<file path="config.mk">
export PLATFORM = sky130hd
export DESIGN_NAME = qte_sqrt_cell
export DESIGN_NICKNAME = d
export VERILOG_FILES = /design/src/qte_pkg.sv /design/src/qte_sqrt_cell.sv
export SDC_FILE = /design/constraint.sdc
export NUM_CORES = 1
export LEC_CHECK = 0
export BUFFER_PORTS_ARGS = -buffer_cell sky130_fd_sc_hd__buf_2
export CORE_AREA = 2 2 236 238
export CTS_CLUSTER_DIAMETER = 80
export DETAILED_ROUTE_END_ITERATION = 12
export DIE_AREA = 0 0 238 240
export GPL_TIMING_DRIVEN = 0
export SLEW_MARGIN = 0
export SYNTH_ARGS = -nofsm -noshare
export SYNTH_HDL_FRONTEND = slang
export SYNTH_SLANG_ARGS = --single-unit
export TNS_END_PERCENT = 100
</file>
<file path="constraint.sdc">
create_clock -name clk_i -period 0.9 [get_ports clk_i]
set_input_delay 0.045 -clock clk_i [delete_from_list [all_inputs] [get_ports clk_i]]
set_output_delay 0.045 -clock clk_i [all_outputs]
set_load 0.03 [all_outputs]
</file>
<file path="src/qte_pkg.sv">
`default_nettype none
package qte_pkg;

  localparam int ANG_W  = 34;
  localparam int VEC_W  = 58;
  localparam int TERM_W = 36;
  localparam int ROOT_W = 58;
  localparam int SQRT_CELLS = 29;
  localparam int PASS_W = 5 * TERM_W + 1;

  localparam logic signed [TERM_W-1:0] ONE_Q28     = TERM_W'(64'sd268435456);
  localparam logic signed [ANG_W-1:0]  HALF_PI_Q30 = ANG_W'(64'sd1686629713);
  localparam logic signed [16:0]       PI_Q13      = 17'sd25736;
  localparam logic signed [16:0]       HALF_PI_Q13 = 17'sd12868;

  typedef struct packed {
    logic zero;
    logic clamp;
    logic neg;
  } flags_t;

  typedef struct packed {
    logic signed [VEC_W-1:0] x;
    logic signed [VEC_W-1:0] y;
    logic signed [ANG_W-1:0] ang;
    flags_t                  flags;
  } lane_t;

  typedef lane_t [2:0] lanes_t;

  function automatic logic signed [ANG_W-1:0] atan_q30(input int idx);
    logic signed [ANG_W-1:0] r;
    unique case (idx)
      0:  r = 34'sd843314856;
      1:  r = 34'sd497837829;
      2:  r = 34'sd263043836;
      3:  r = 34'sd133525158;
      4:  r = 34'sd67021686;
      5:  r = 34'sd33543515;
      6:  r = 34'sd16775850;
      7:  r = 34'sd8388437;
      8:  r = 34'sd4194282;
      9:  r = 34'sd2097149;
      10: r = 34'sd1048575;
      11: r = 34'sd524287;
      12: r = 34'sd262143;
      13: r = 34'sd131071;
      14: r = 34'sd65535;
      15: r = 34'sd32767;
      16: r = 34'sd16383;
      17: r = 34'sd8191;
      18: r = 34'sd4095;
      19: r = 34'sd2047;
      20: r = 34'sd1023;
      21: r = 34'sd511;
      22: r = 34'sd255;
      23: r = 34'sd127;
      24: r = 34'sd63;
      25: r = 34'sd31;
      26: r = 34'sd15;
      27: r = 34'sd7;
      28: r = 34'sd3;
      29: r = 34'sd1;
      default: r = '0;
    endcase
    return r;
  endfunction

endpackage
`default_nettype wire

</file>
<file path="src/qte_sqrt_cell.sv">
`default_nettype none
module qte_sqrt_cell #(
  parameter int BIT_POS = 56
) (
  input  wire                             clk_i,
  input  wire                             rst_ni,
  input  wire                             en_i,
  input  wire                             valid_i,
  input  wire [qte_pkg::ROOT_W-1:0]       rem_i,
  input  wire [qte_pkg::ROOT_W-1:0]       root_i,
  input  wire [qte_pkg::PASS_W-1:0]       pass_i,
  output logic                            valid_o,
  output logic [qte_pkg::ROOT_W-1:0]      rem_o,
  output logic [qte_pkg::ROOT_W-1:0]      root_o,
  output logic [qte_pkg::PASS_W-1:0]      pass_o
);

  localparam logic [qte_pkg::ROOT_W-1:0] BIT = qte_pkg::ROOT_W'(1) << BIT_POS;

  logic [qte_pkg::ROOT_W-1:0] trial;
  logic [qte_pkg::ROOT_W-1:0] rem_d, root_d;

  always_comb begin
    trial = root_i + BIT;
    if (rem_i >= trial) begin
      rem_d  = rem_i - trial;
      root_d = (root_i >> 1) + BIT;
    end else begin
      rem_d  = rem_i;
      root_d = root_i >> 1;
    end
  end

  always_ff @(posedge clk_i or negedge rst_ni) begin
    if (!rst_ni) begin
      valid_o <= 1'b0;
    end else if (en_i) begin
      valid_o <= valid_i;
    end
  end

  always_ff @(posedge clk_i) begin
    if (en_i) begin
      rem_o  <= rem_d;
      root_o <= root_d;
      pass_o <= pass_i;
    end
  end

endmodule
`default_nettype wire

</file>
==> results of run 1 <==
## registers in the layout, summed over array words and instances (netlist names)
name and count:
pass_o 181, root_o 58, valid_o 1, rem_o 58
## critical path, delay by kind of cell
family	cells	cell delay (ns)
buffers and inverters	5	0.63
AOI/OAI and AO/OA	2	0.43
adders and majority gates	1	0.29
muxes	1	0.31
and+or+nand+nor	6	1.39
## metal layers
| layer | vias up | routed length, um | global-route usage |
|---|---|---|---|
| li1 | 5803 | - | - |
| met1 | 6192 | 21900 | 0.211 |
| met2 | 581 | 33000 | 0.388 |
| met3 | 141 | 4650 | 0.0573 |
| met4 | 14 | 3860 | 0.111 |
| met5 | - | 132 | 0.00519 |
## layout make-up
class / instances / area [sq um] / area share
sequential: 298 / 8940 / 0.352
tap: 704 / 881 / 0.0347
antenna: 8 / 20.0 / 0.000789
multi-input combinational: 597 / 5180 / 0.204
clock buffer: 41 / 962 / 0.0379
clock inverter: 24 / 244 / 0.00961
timing repair buffer: 960 / 8660 / 0.341
inverter: 75 / 287 / 0.0113
buffer: 21 / 209 / 0.00823
## power by group through the flow
stage	clock network, mW	logic, mW	registers (mW)
finish	15.0	14.6	17.5
CTS	15.4	13.6	17.5
global placement	0	9.63	17.5
global route	15.9	15.2	17.6
floorplan	0	3.17	20.1
detailed placement	0	9.68	17.4
## metrics by stage
stage / hold WS, ns / util
after detailed placement: -0.179 / 0.322
after global routing: -0.188 / 0.464
after global placement: -0.179 / 0.320
after CTS: -0.221 / 0.450
after floorplan: -0.251 / -
final: -0.187 / 0.464
## synthesized netlist by cell type, types with 3 or more instances
cell type	instances	area, sq um
nand4_1	13	81.3
nand2_1	59	221
nor2_1	35	131
clkbuf_1	20	75.1
o31a_1	3	26.3
nor4_1	4	25.0
a31oi_1	8	50.1
nor2b_1	4	25.0
buf_2	3	15.0
mux2_2	35	394
and4_1	3	26.3
xor2_1	12	105
nand2b_1	4	25.0
a21oi_1	72	360
and3_1	7	43.8
o21a_1	12	90.1
a31o_2	4	35.0
edfxtp_1	297	8920
a211oi_1	8	60.1
a211o_1	4	35.0
buf_6	3	33.8
or3_1	4	25.0
and2_1	8	50.1
o31ai_2	5	62.6
a21o_1	33	248
xnor2_1	35	307
o211ai_1	5	37.5
ha_1	58	726
o21ai_0	73	365
nor3_1	13	65.1
o31ai_1	7	52.6
inv_1	75	282
nand3_1	21	105
o21bai_1	11	82.6
## cells by family (layout without fill, tap and decap cells)
| kind of cell | after synthesis | count (layout) |
|---|---|---|
| other | 0 | 8 |
| and+or+nand+nor | 184 | 184 |
| DFF | 298 | 298 |
| muxes | 37 | 37 |
| buffers and inverters | 103 | 1121 |
| adders and majority gates | 59 | 59 |
| AOI/OAI and AO/OA | 270 | 270 |
| xor gates and xnor gates | 47 | 47 |
## worst paths after layout
kind	end
hold reg to reg	valid_o
max in group asynchronous	valid_o
setup reg to reg	valid_o
setup / recovery	rem_o[38]
hold / removal	rem_o[0]
min in group asynchronous	valid_o
## what timing repair did
action | 4_1_cts | 5_1_grt
hold endpoints to repair | 384 | 44
cloned | 3 | 6
setup endpoints to repair | 525 | 398
resized for setup | 752 | 119
buffers inserted | 29 | 26
pin swaps | 27 | 49
==> run summary, run 1 <==
Syn Std Cell Area - 0.0136 sq mm
Num CTS Buffers - 37
Iteration-0 DRC Markers - 646
Top FF cell, synth - edfxtp_1
Die Wd - 238 um
Worst-Skew Late Latency - 0.54 ns
Layout cells sized above 1 - 0.436
Crit-path most repeated cell - buf_12
Filler Cell Count - 4,813
Internal power - 32.3 mW
Max-Cap Viols - 0
CTS Sinks - 298
Sequential share of the synthesized area - 0.659
Worst endpoint required time - 1.20 ns
Crit share post-route - 3.10
Antenna violations before repair - 14
Placed Area - 0.0176 sq mm
Crit. End Element - flip-flop
Final instance area - 0.0254 sq mm
Synth Instances - 998
Slowest stage cell, crit path - or4_4
First-pass GRT wire length - 86.9 mm
Io pins - 599
Post-route insts no fill - 2,728
Post-Route Setup TNS - -180.54 ns
Slew Viols, Final - 0
Status - finished with violations
CTS tree - done
Post-place setup slack - -3.84 ns
Worst hold stages - 3
DR vias/cell - 4.67
Fmax - 0.358 GHz
Synth Warn # - 0
Crit path launch type - primary input
Hold path start - rem_i[0]
Multiplexer area fraction after synthesis - 0.0305
Final WS setup - -1.89 ns
Post-synthesis simple-gate area fraction - 0.0662
Largest net degree at the start of global routing - 118
IO Port Bufs - 598
Most frequent cells in the layout - buf_6 (312), dlygate4sd3_1 (298), edfxtp_1 (297)
GR Util All Layers - 0.208
Compound-Gate Fraction of Synth Area - 0.129
Nets - 2,350
RR Startpoint - valid_o
Pleak - 10.7 nW
Ys async rst share - 0.00336
R2R Setup Slk - -0.02 ns
Fin crit period - 2.79 ns
Number of global-route vias before repair - 13.3k
ANT nets after route - 0
Cell total after placement - 2,302
Crit-path max FO - 5
Drt pass-1 iters - 5
Critical-path cell list - buf_2, inv_1, ha_4, and3_4, nand2_1, or3_4, or4_4, o31ai_4, nor4_2, o311a_1, buf_6, nor2_4, buf_12, buf_12, mux2_4
Total vias in the final route - 12.7k
Failing checks - hold timing, setup timing
Unrepaired setup endpoints after global routing - true
Root Driver - clkbuf_16
Worst R2R Path Depth - 2
Setup Skew - 0 ns
CTS H-tree lvls - 2
Combinational group share of total power - 0.310
Final hold slack - -0.187 ns
Xor/xnor share of the synthesized area - 0.0303
Crit path largest cell delay - 0.57 ns
GP Congestion - 0.883
Post-DR wirelength/cell - 23.3 um
Post-Synth Adder-Cell Area - 0.0549
Dpl hpwl - 44.3 mm
Crit path launch - root_i[27]
Seq pwr share - 0.372
Setup violators final - 359
Hold-fix buffers, CTS - 298
Syn Area/Cell - 13.6 sq um
Core box area - 0.0547 sq mm
EDFF count, synth - 297
Synth-to-Final Area Change - 86.9%
Clk pin slew, worst setup/hold paths - 0.06 ns
Initial Util - 0.248
Mapped Nets - 1,358
Sw Ratio - 0.314
Synth cell types - 64
Worst hold path class - primary input to flip-flop
Congestion Overflow GR - 0
Num rows - 86
Clock power share - 0.318
Seq cells post-synth - 298
Die Ht - 240 um
Tot Pwr - 47.1 mW
Combinational family with the most area after synthesis - compound AO/OA/AOI/OAI gates
Commonest non-fill, non-tap cell in the layout - buf_6
Drc violations - 0
Power Density - 1850 mW/mm^2
Final hold violations - 32
Worst vdd ir - 1.31 mV
Worst slew margin - 0.535
Worst slew pin tran - 0.692 ns
Clk buf depth - 3
Post-Route WL - 63.5 mm
Crit path kind - primary input to flip-flop
Psw - 14.8 mW
Worst EP arrival - 3.09 ns
Die area - 0.0571 sq mm
Power figures use the tool's default switching activity.
==> run 2, diff against run 1 <==
Settings changed: SKIP_CTS_REPAIR_TIMING set to 1.
==> run 2 against run 1 <==
  * The run still ends with hold timing, setup timing left
  * Final cell count fell by 0.92%
  * Count of clock-buffer cells in the layout did not move
  * Clock power barely moved
  * Power fell by 1.6%
  * Fmax fell by 1.9%
  * Critical path depth rose by 1
  * Utilization fell by 1.1 points
  * Flip-flop and latch count did not move
  * Non-clock buffer count fell by 23
  * Sequential power barely moved
  * Largest cell class unchanged
  * Highest routed layer unchanged
==> run summary, run 2 (synthesized netlist as in run 1, its figures left out) <==
Worst EP arrival - 3.15 ns (+0.06 ns)
Setup Skew - 0 ns (unchanged)
Total vias in the final route - 12.6k (-1.3%)
Io pins - 599 (unchanged)
Crit-path max FO - 9 (+4)
Die Ht - 240 um (unchanged)
DR vias/cell - 4.65 (-0.43%)
Layout cells sized above 1 - 0.414 (-0.0211)
Fin crit period - 2.85 ns (+0.0538 ns)
Worst-Skew Late Latency - 0.55 ns (about the same)
Synth-to-Final Area Change - 82.3%
Dpl hpwl - 44.3 mm (unchanged)
Num CTS Buffers - 37 (unchanged)
CTS H-tree lvls - 2 (unchanged)
Congestion Overflow GR - 0 (unchanged)
Iteration-0 DRC Markers - 689 (+6.7%)
Crit share post-route - 3.16 (+0.0598)
Filler Cell Count - 4,904 (+1.9%)
Worst slew pin tran - 0.691 ns (-0.000476 ns)
Top flop regs - pass_o (181), rem_o (58), root_o (58)
Psw - 14.5 mW (-1.8%)
Post-Route Setup TNS - -184.42 ns (-3.88 ns)
ANT nets after route - 0 (unchanged)
Area occupied by registers - 0.00894 sq mm (unchanged)
Combinational group share of total power - 0.298 (-0.012)
Worst hold path class - primary input to flip-flop
Clock power share - 0.324 (+0.006)
GP Congestion - 0.883 (unchanged)
Antenna violations before repair - 11 (-3)
Fin util - 0.453 (-0.0114)
Post-Route WL - 62.7 mm (-1.3%)
Pleak - 10.4 nW (-2.3%)
First-pass GRT wire length - 74.4 mm (-14%)
Die area - 0.0571 sq mm (unchanged)
Reg with most FFs - pass_o
Crit. End Element - flip-flop
Max reg flops - 181 (unchanged)
Internal power - 31.8 mW (-1.5%)
Crit path launch type - primary input
Worst slew margin - 0.535 (about the same)
Post-DR wirelength/cell - 23.2 um (-0.35%)
Drt pass-1 iters - 5 (unchanged)
Crit path largest cell delay - 0.37 ns (-0.20 ns)
Post-route insts no fill - 2,703 (-0.92%)
Slowest stage cell, crit path - a211o_1
Final instance area - 0.0248 sq mm (-2.4%)
Crit path launch - root_i[13]
Seq pwr share - 0.378 (+0.006)
Worst vdd ir - 1.38 mV (+6.0%)
Slew Viols, Final - 0 (unchanged)
Status - finished with violations
Commonest non-fill, non-tap cell in the layout - buf_2
Clk pin slew, worst setup/hold paths - 0.06 ns (about the same)
Worst endpoint required time - 1.20 ns (about the same)
Tot Pwr - 46.3 mW (-1.6%)
Critical-path cell list - buf_2, inv_1, ha_1, buf_2, nand2_1, o21a_1, a211o_1, o21ai_4, a21oi_4, o21a_2, o311a_1, buf_6, nor2_4, buf_12, clkbuf_16, mux2_4
Area of the multi-input gates - 0.00489 sq mm (-5.5%)
CTS tree - done
Unrepaired setup endpoints after global routing - true
Post-place setup slack - -3.84 ns (unchanged)
GR Util All Layers - 0.181 (-0.0277)
Root Driver - clkbuf_16
Final hold slack - -0.183 ns (+0.00427 ns)
Crit path kind - primary input to flip-flop
CTS Sinks - 298 (unchanged)
Initial Util - 0.248 (unchanged)
Failing checks - hold timing, setup timing
Number of global-route vias before repair - 11.1k (-17%)
Clk buf depth - 3 (unchanged)
Final WS setup - -1.95 ns (-0.0538 ns)
Largest net degree at the start of global routing - 118 (unchanged)
Cell total after placement - 2,302 (unchanged)
Drc violations - 0 (unchanged)
Die Wd - 238 um (unchanged)
Placed Area - 0.0176 sq mm (unchanged)
Power Density - 1870 mW/mm^2 (+0.89%)
Core box area - 0.0547 sq mm (unchanged)
Fmax - 0.351 GHz (-1.9%)
Max-Cap Viols - 0 (unchanged)
Crit-path most repeated cell - buf_2
Final hold violations - 42 (+31%)
RR Startpoint - valid_o
Most frequent cells in the layout - buf_2 (299), buf_6 (298), dlygate4sd3_1 (298)
Setup violators final - 358 (-0.28%)
Nets - 2,327 (-0.98%)
Sw Ratio - 0.313 (-0.000782)
Hold path start - rem_i[0]
IO Port Bufs - 598 (unchanged)
Num rows - 86 (unchanged)
-- run 2: cell count changes in the layout (fill, tap and decap cells not counted), moves of 4 or more --
cell | previous run | this run
buf_4 | 44 | 28
o21ai_1 | 9 | 20
mux2_4 | 34 | 27
inv_1 | 67 | 72
o21ai_4 | 15 | 5
buf_6 | 312 | 298
mux2_2 | 1 | 8
buf_2 | 291 | 299
inv_2 | 6 | 2
-- run 2: power groups by stage --
stage | Clock [mW] | Combinational (mW) | Sequential [mW]
2_1_floorplan | 0 | 3.17 | 20.1
3_3_place_gp | 0 | 9.63 | 17.5
3_5_place_dp | 0 | 9.68 | 17.4
4_1_cts | 15.4 | 9.73 | 17.2
5_1_grt | 15.9 | 14.5 | 17.6
6_report | 15.0 | 13.8 | 17.5
-- run 2: final timing paths --
kind,endpoint,slack [ns],cells past startpoint
worst max-delay path,rem_o[29],-1.95,16
worst min-delay path,rem_o[0],-0.18,3
worst max register to register,valid_o,0.10,1
worst min register to register,valid_o,0.59,1
max in group asynchronous,valid_o,0.47,3
min in group asynchronous,valid_o,0.33,3
-- run 2: routing by layer --
layer	share of wire	up-vias	track usage
met3	0.070	140	0.0608
met4	0.048	10	0.0570
met5	0.0012	-	0
met1	0.35	6114	0.184
met2	0.53	552	0.345
li1	-	5744	-
-- run 2: cell type report --
cell class | count | area share
Antenna cell | 6 | 0.000606
Buffer | 26 | 0.00834
Clock buffer | 41 | 0.0389
Clock inverter | 24 | 0.00985
Inverter | 75 | 0.0115
Multi-Input combinational cell | 597 | 0.198
Sequential cell | 298 | 0.361
Tap cell | 704 | 0.0356
Timing Repair Buffer | 932 | 0.336
-- run 2: worst max-delay path, delay by kind of cell --
kind                       cells  cell delay, ns
buffers and inverters          6            0.83
muxes                          1            0.30
adders and majority gates      1            0.26
AOI/OAI and AO/OA              6            1.49
and+or+nand+nor                2            0.21
==> run 3, diff against run 2 <==
Settings changed: CORE_AREA 2 2 236 238 to 2 2 235 237, DIE_AREA 0 0 238 240 to 0 0 237 239.
Clock period 0.9 ns to 2.4 ns, I/O delays scaled along.
==> run 3 against run 2 <==
  * The flow still finishes with violations (hold timing, setup timing)
  * First-iteration DRC count fell by 4.1%
  * Clock skew did not move
  * Routed wire length fell by 8.1%
  * Critical path depth rose by 3
  * Count of clock-buffer cells in the layout rose by 4
  * Final cell count fell by 0.63%
  * Clock power fell by 64%
  * Cell area fell by 9.0%
  * Worst hold slack improved by 0.16 ns
  * Power fell by 65%
  * Non-clock buffer count fell by 13
  * Largest cell class unchanged
  * Highest routed layer unchanged
==> run summary, run 3 (synthesized netlist as in run 1, its figures left out) <==
R2R Setup Slk - 1.66 ns (+1.56 ns)
Die Wd - 237 um (-0.42%)
Post-Route WL - 57.6 mm (-8.1%)
Worst slew margin - 0.382 (-0.154)
Nets - 2,313 (-0.60%)
Antenna violations before repair - 12 (+1)
Num rows - 86 (unchanged)
Crit. End Element - flip-flop
Met3 usage - 0.0475 (-0.0134)
Final hold slack - -0.0243 ns (+0.159 ns)
Clk pin slew, worst setup/hold paths - 0.05 ns (about the same)
Busiest layer in global routing - met2
CTS tree - done
DR vias/cell - 4.58 (-1.4%)
Top flop regs - pass_o (181), rem_o (58), root_o (58)
Post-DR wirelength/cell - 21.4 um (-7.5%)
Initial Util - 0.250 (+0.00148)
Pleak - 9.64 nW (-7.5%)
Slew Viols, Final - 0 (unchanged)
Congestion Overflow GR - 0 (unchanged)
Total vias in the final route - 12.3k (-2.1%)
Hold path start - rem_i[56]
Worst hold path class - primary input to flip-flop
CTS H-tree lvls - 2 (unchanged)
Iteration-0 DRC Markers - 661 (-4.1%)
RR Startpoint - valid_o
Final WS setup - -0.532 ns (+1.41 ns)
Worst vdd ir - 0.511 mV (-63%)
Number of global-route vias before repair - 11.1k (-0.18%)
Final hold violations - 2 (-95%)
CTS Sinks - 298 (unchanged)
ANT nets after route - 0 (unchanged)
Drt pass-1 iters - 4 (-1)
Core box area - 0.0543 sq mm (-0.59%)
Dpl hpwl - 42.3 mm (-4.5%)
GP Congestion - 0.848 (-3.9%)
Drc violations - 0 (unchanged)
First-pass GRT wire length - 72.8 mm (-2.2%)
Die Ht - 239 um (-0.42%)
Setup Skew - 0 ns (unchanged)
Commonest non-fill, non-tap cell in the layout - buf_2
Worst EP arrival - 3.22 ns (+0.07 ns)
Largest net degree at the start of global routing - 124 (+5.1%)
Worst hold stages - 3 (unchanged)
Crit path launch type - primary input
Worst slew pin tran - 0.918 ns (+0.227 ns)
Fmax - 0.341 GHz
Hold Path End - rem_o[56]
Layout cells sized above 1 - 0.403 (-0.0118)
Met1 GRT Util - 0.188 (+0.00328)
Synth-to-Final Area Change - 65.9%
GR Util All Layers - 0.176 (-0.00419)
Die area - 0.0566 sq mm (-0.84%)
Failing checks - hold timing, setup timing
Fin crit period - 2.93 ns
Clk buf depth - 3 (unchanged)
Io pins - 599 (unchanged)
IO Port Bufs - 598 (unchanged)
Worst endpoint required time - 2.68 ns (+1.48 ns)
Crit path kind - primary input to flip-flop
FF-to-FF End - valid_o
Worst-Skew Late Latency - 0.54 ns (about the same)
Reg with most FFs - pass_o
Unrepaired setup endpoints after global routing - true
Worst R2R Path Depth - 1 (unchanged)
Setup violators final - 60 (-83%)
Max-Cap Viols - 0 (unchanged)
Num CTS Buffers - 36 (-2.7%)
Status - finished with violations
Max reg flops - 181 (unchanged)
Crit-path max FO - 8 (-1)
Met2 usage in global routing - 0.334 (-0.0105)
Crit share post-route - 1.22
Tot Pwr - 16.2 mW (-65%)
Root Driver - clkbuf_16
Most frequent cells in the layout - buf_2 (594), edfxtp_1 (297), dlygate4sd3_1 (295)
Power Density - 721 mW/mm^2 (-61%)
[run 3: cell type report]
| class | instances | area [sq um] |
|---|---|---|
| Fill cell | 5053 | 31800 |
| Sequential cell | 298 | 8940 |
| Timing Repair Buffer | 919 | 6290 |
| Multi-Input combinational cell | 597 | 4780 |
| Clock buffer | 45 | 955 |
| Tap cell | 704 | 881 |
| Inverter | 75 | 284 |
| Buffer | 26 | 205 |
| Clock inverter | 17 | 185 |
| Antenna cell | 5 | 12.5 |
[run 3: per-layer routing]
metal	wire, um	vias up	share of wire
li1	-	5699	-
met1	21300	5985	0.37
met2	30600	487	0.53
met3	3710	120	0.064
met4	1990	10	0.035
met5	71	-	0.0012
[run 3: report_power, final]
group	total [mW]	internal, mW	switching (mW)
Sequential	6.44	6.31	0.130
Clock	5.38	3.16	2.22
Combinational	4.42	1.73	2.70
Total	16.2	11.2	5.05
[run 3: worst max-delay path, stage by stage]
cell and delay (ns):
buf_8 0.10, inv_4 0.04, ha_4 0.14, inv_2 0.04
fa_2 0.39, a21oi_4 0.24, o211ai_1 0.20, a211oi_2 0.22
buf_4 0.17, o21ai_4 0.08, a21oi_4 0.24, o21a_4 0.18
o311a_1 0.16, buf_6 0.16, nor2_4 0.05, buf_12 0.16
clkbuf_16 0.17, buf_4 0.14, a31o_2 0.19
[run 3: worst max path at each step]
stage / start / to / slack [ns] / cells past startpoint
floorplan: root_i[57] / rem_o[10] / -0.65 / 13
global placement: en_i / valid_o / -3.32 / 2
detailed placement: root_i[40] / rem_o[36] / -2.47 / 14
CTS: root_i[56] / rem_o[36] / -1.90 / 13
global route: root_i[14] / rem_o[51] / -0.59 / 13
finish: rem_i[0] / rem_o[51] / -0.53 / 19
[run 3: stage by stage]
step                      instance area, sq um  setup WS (ns)   TNS, ns  cells  utilization
after floorplan                          13600         -0.649    -33.89    998            -
after global placement                   17500          -3.32  -1028.62   2300        0.322
after detailed placement                 17600          -2.47   -134.13   2302        0.324
after CTS                                18700          -1.90   -100.07   2364        0.345
after global routing                     22500         -0.595    -30.09   2685        0.415
final                                    22500         -0.532    -26.60   2686        0.415
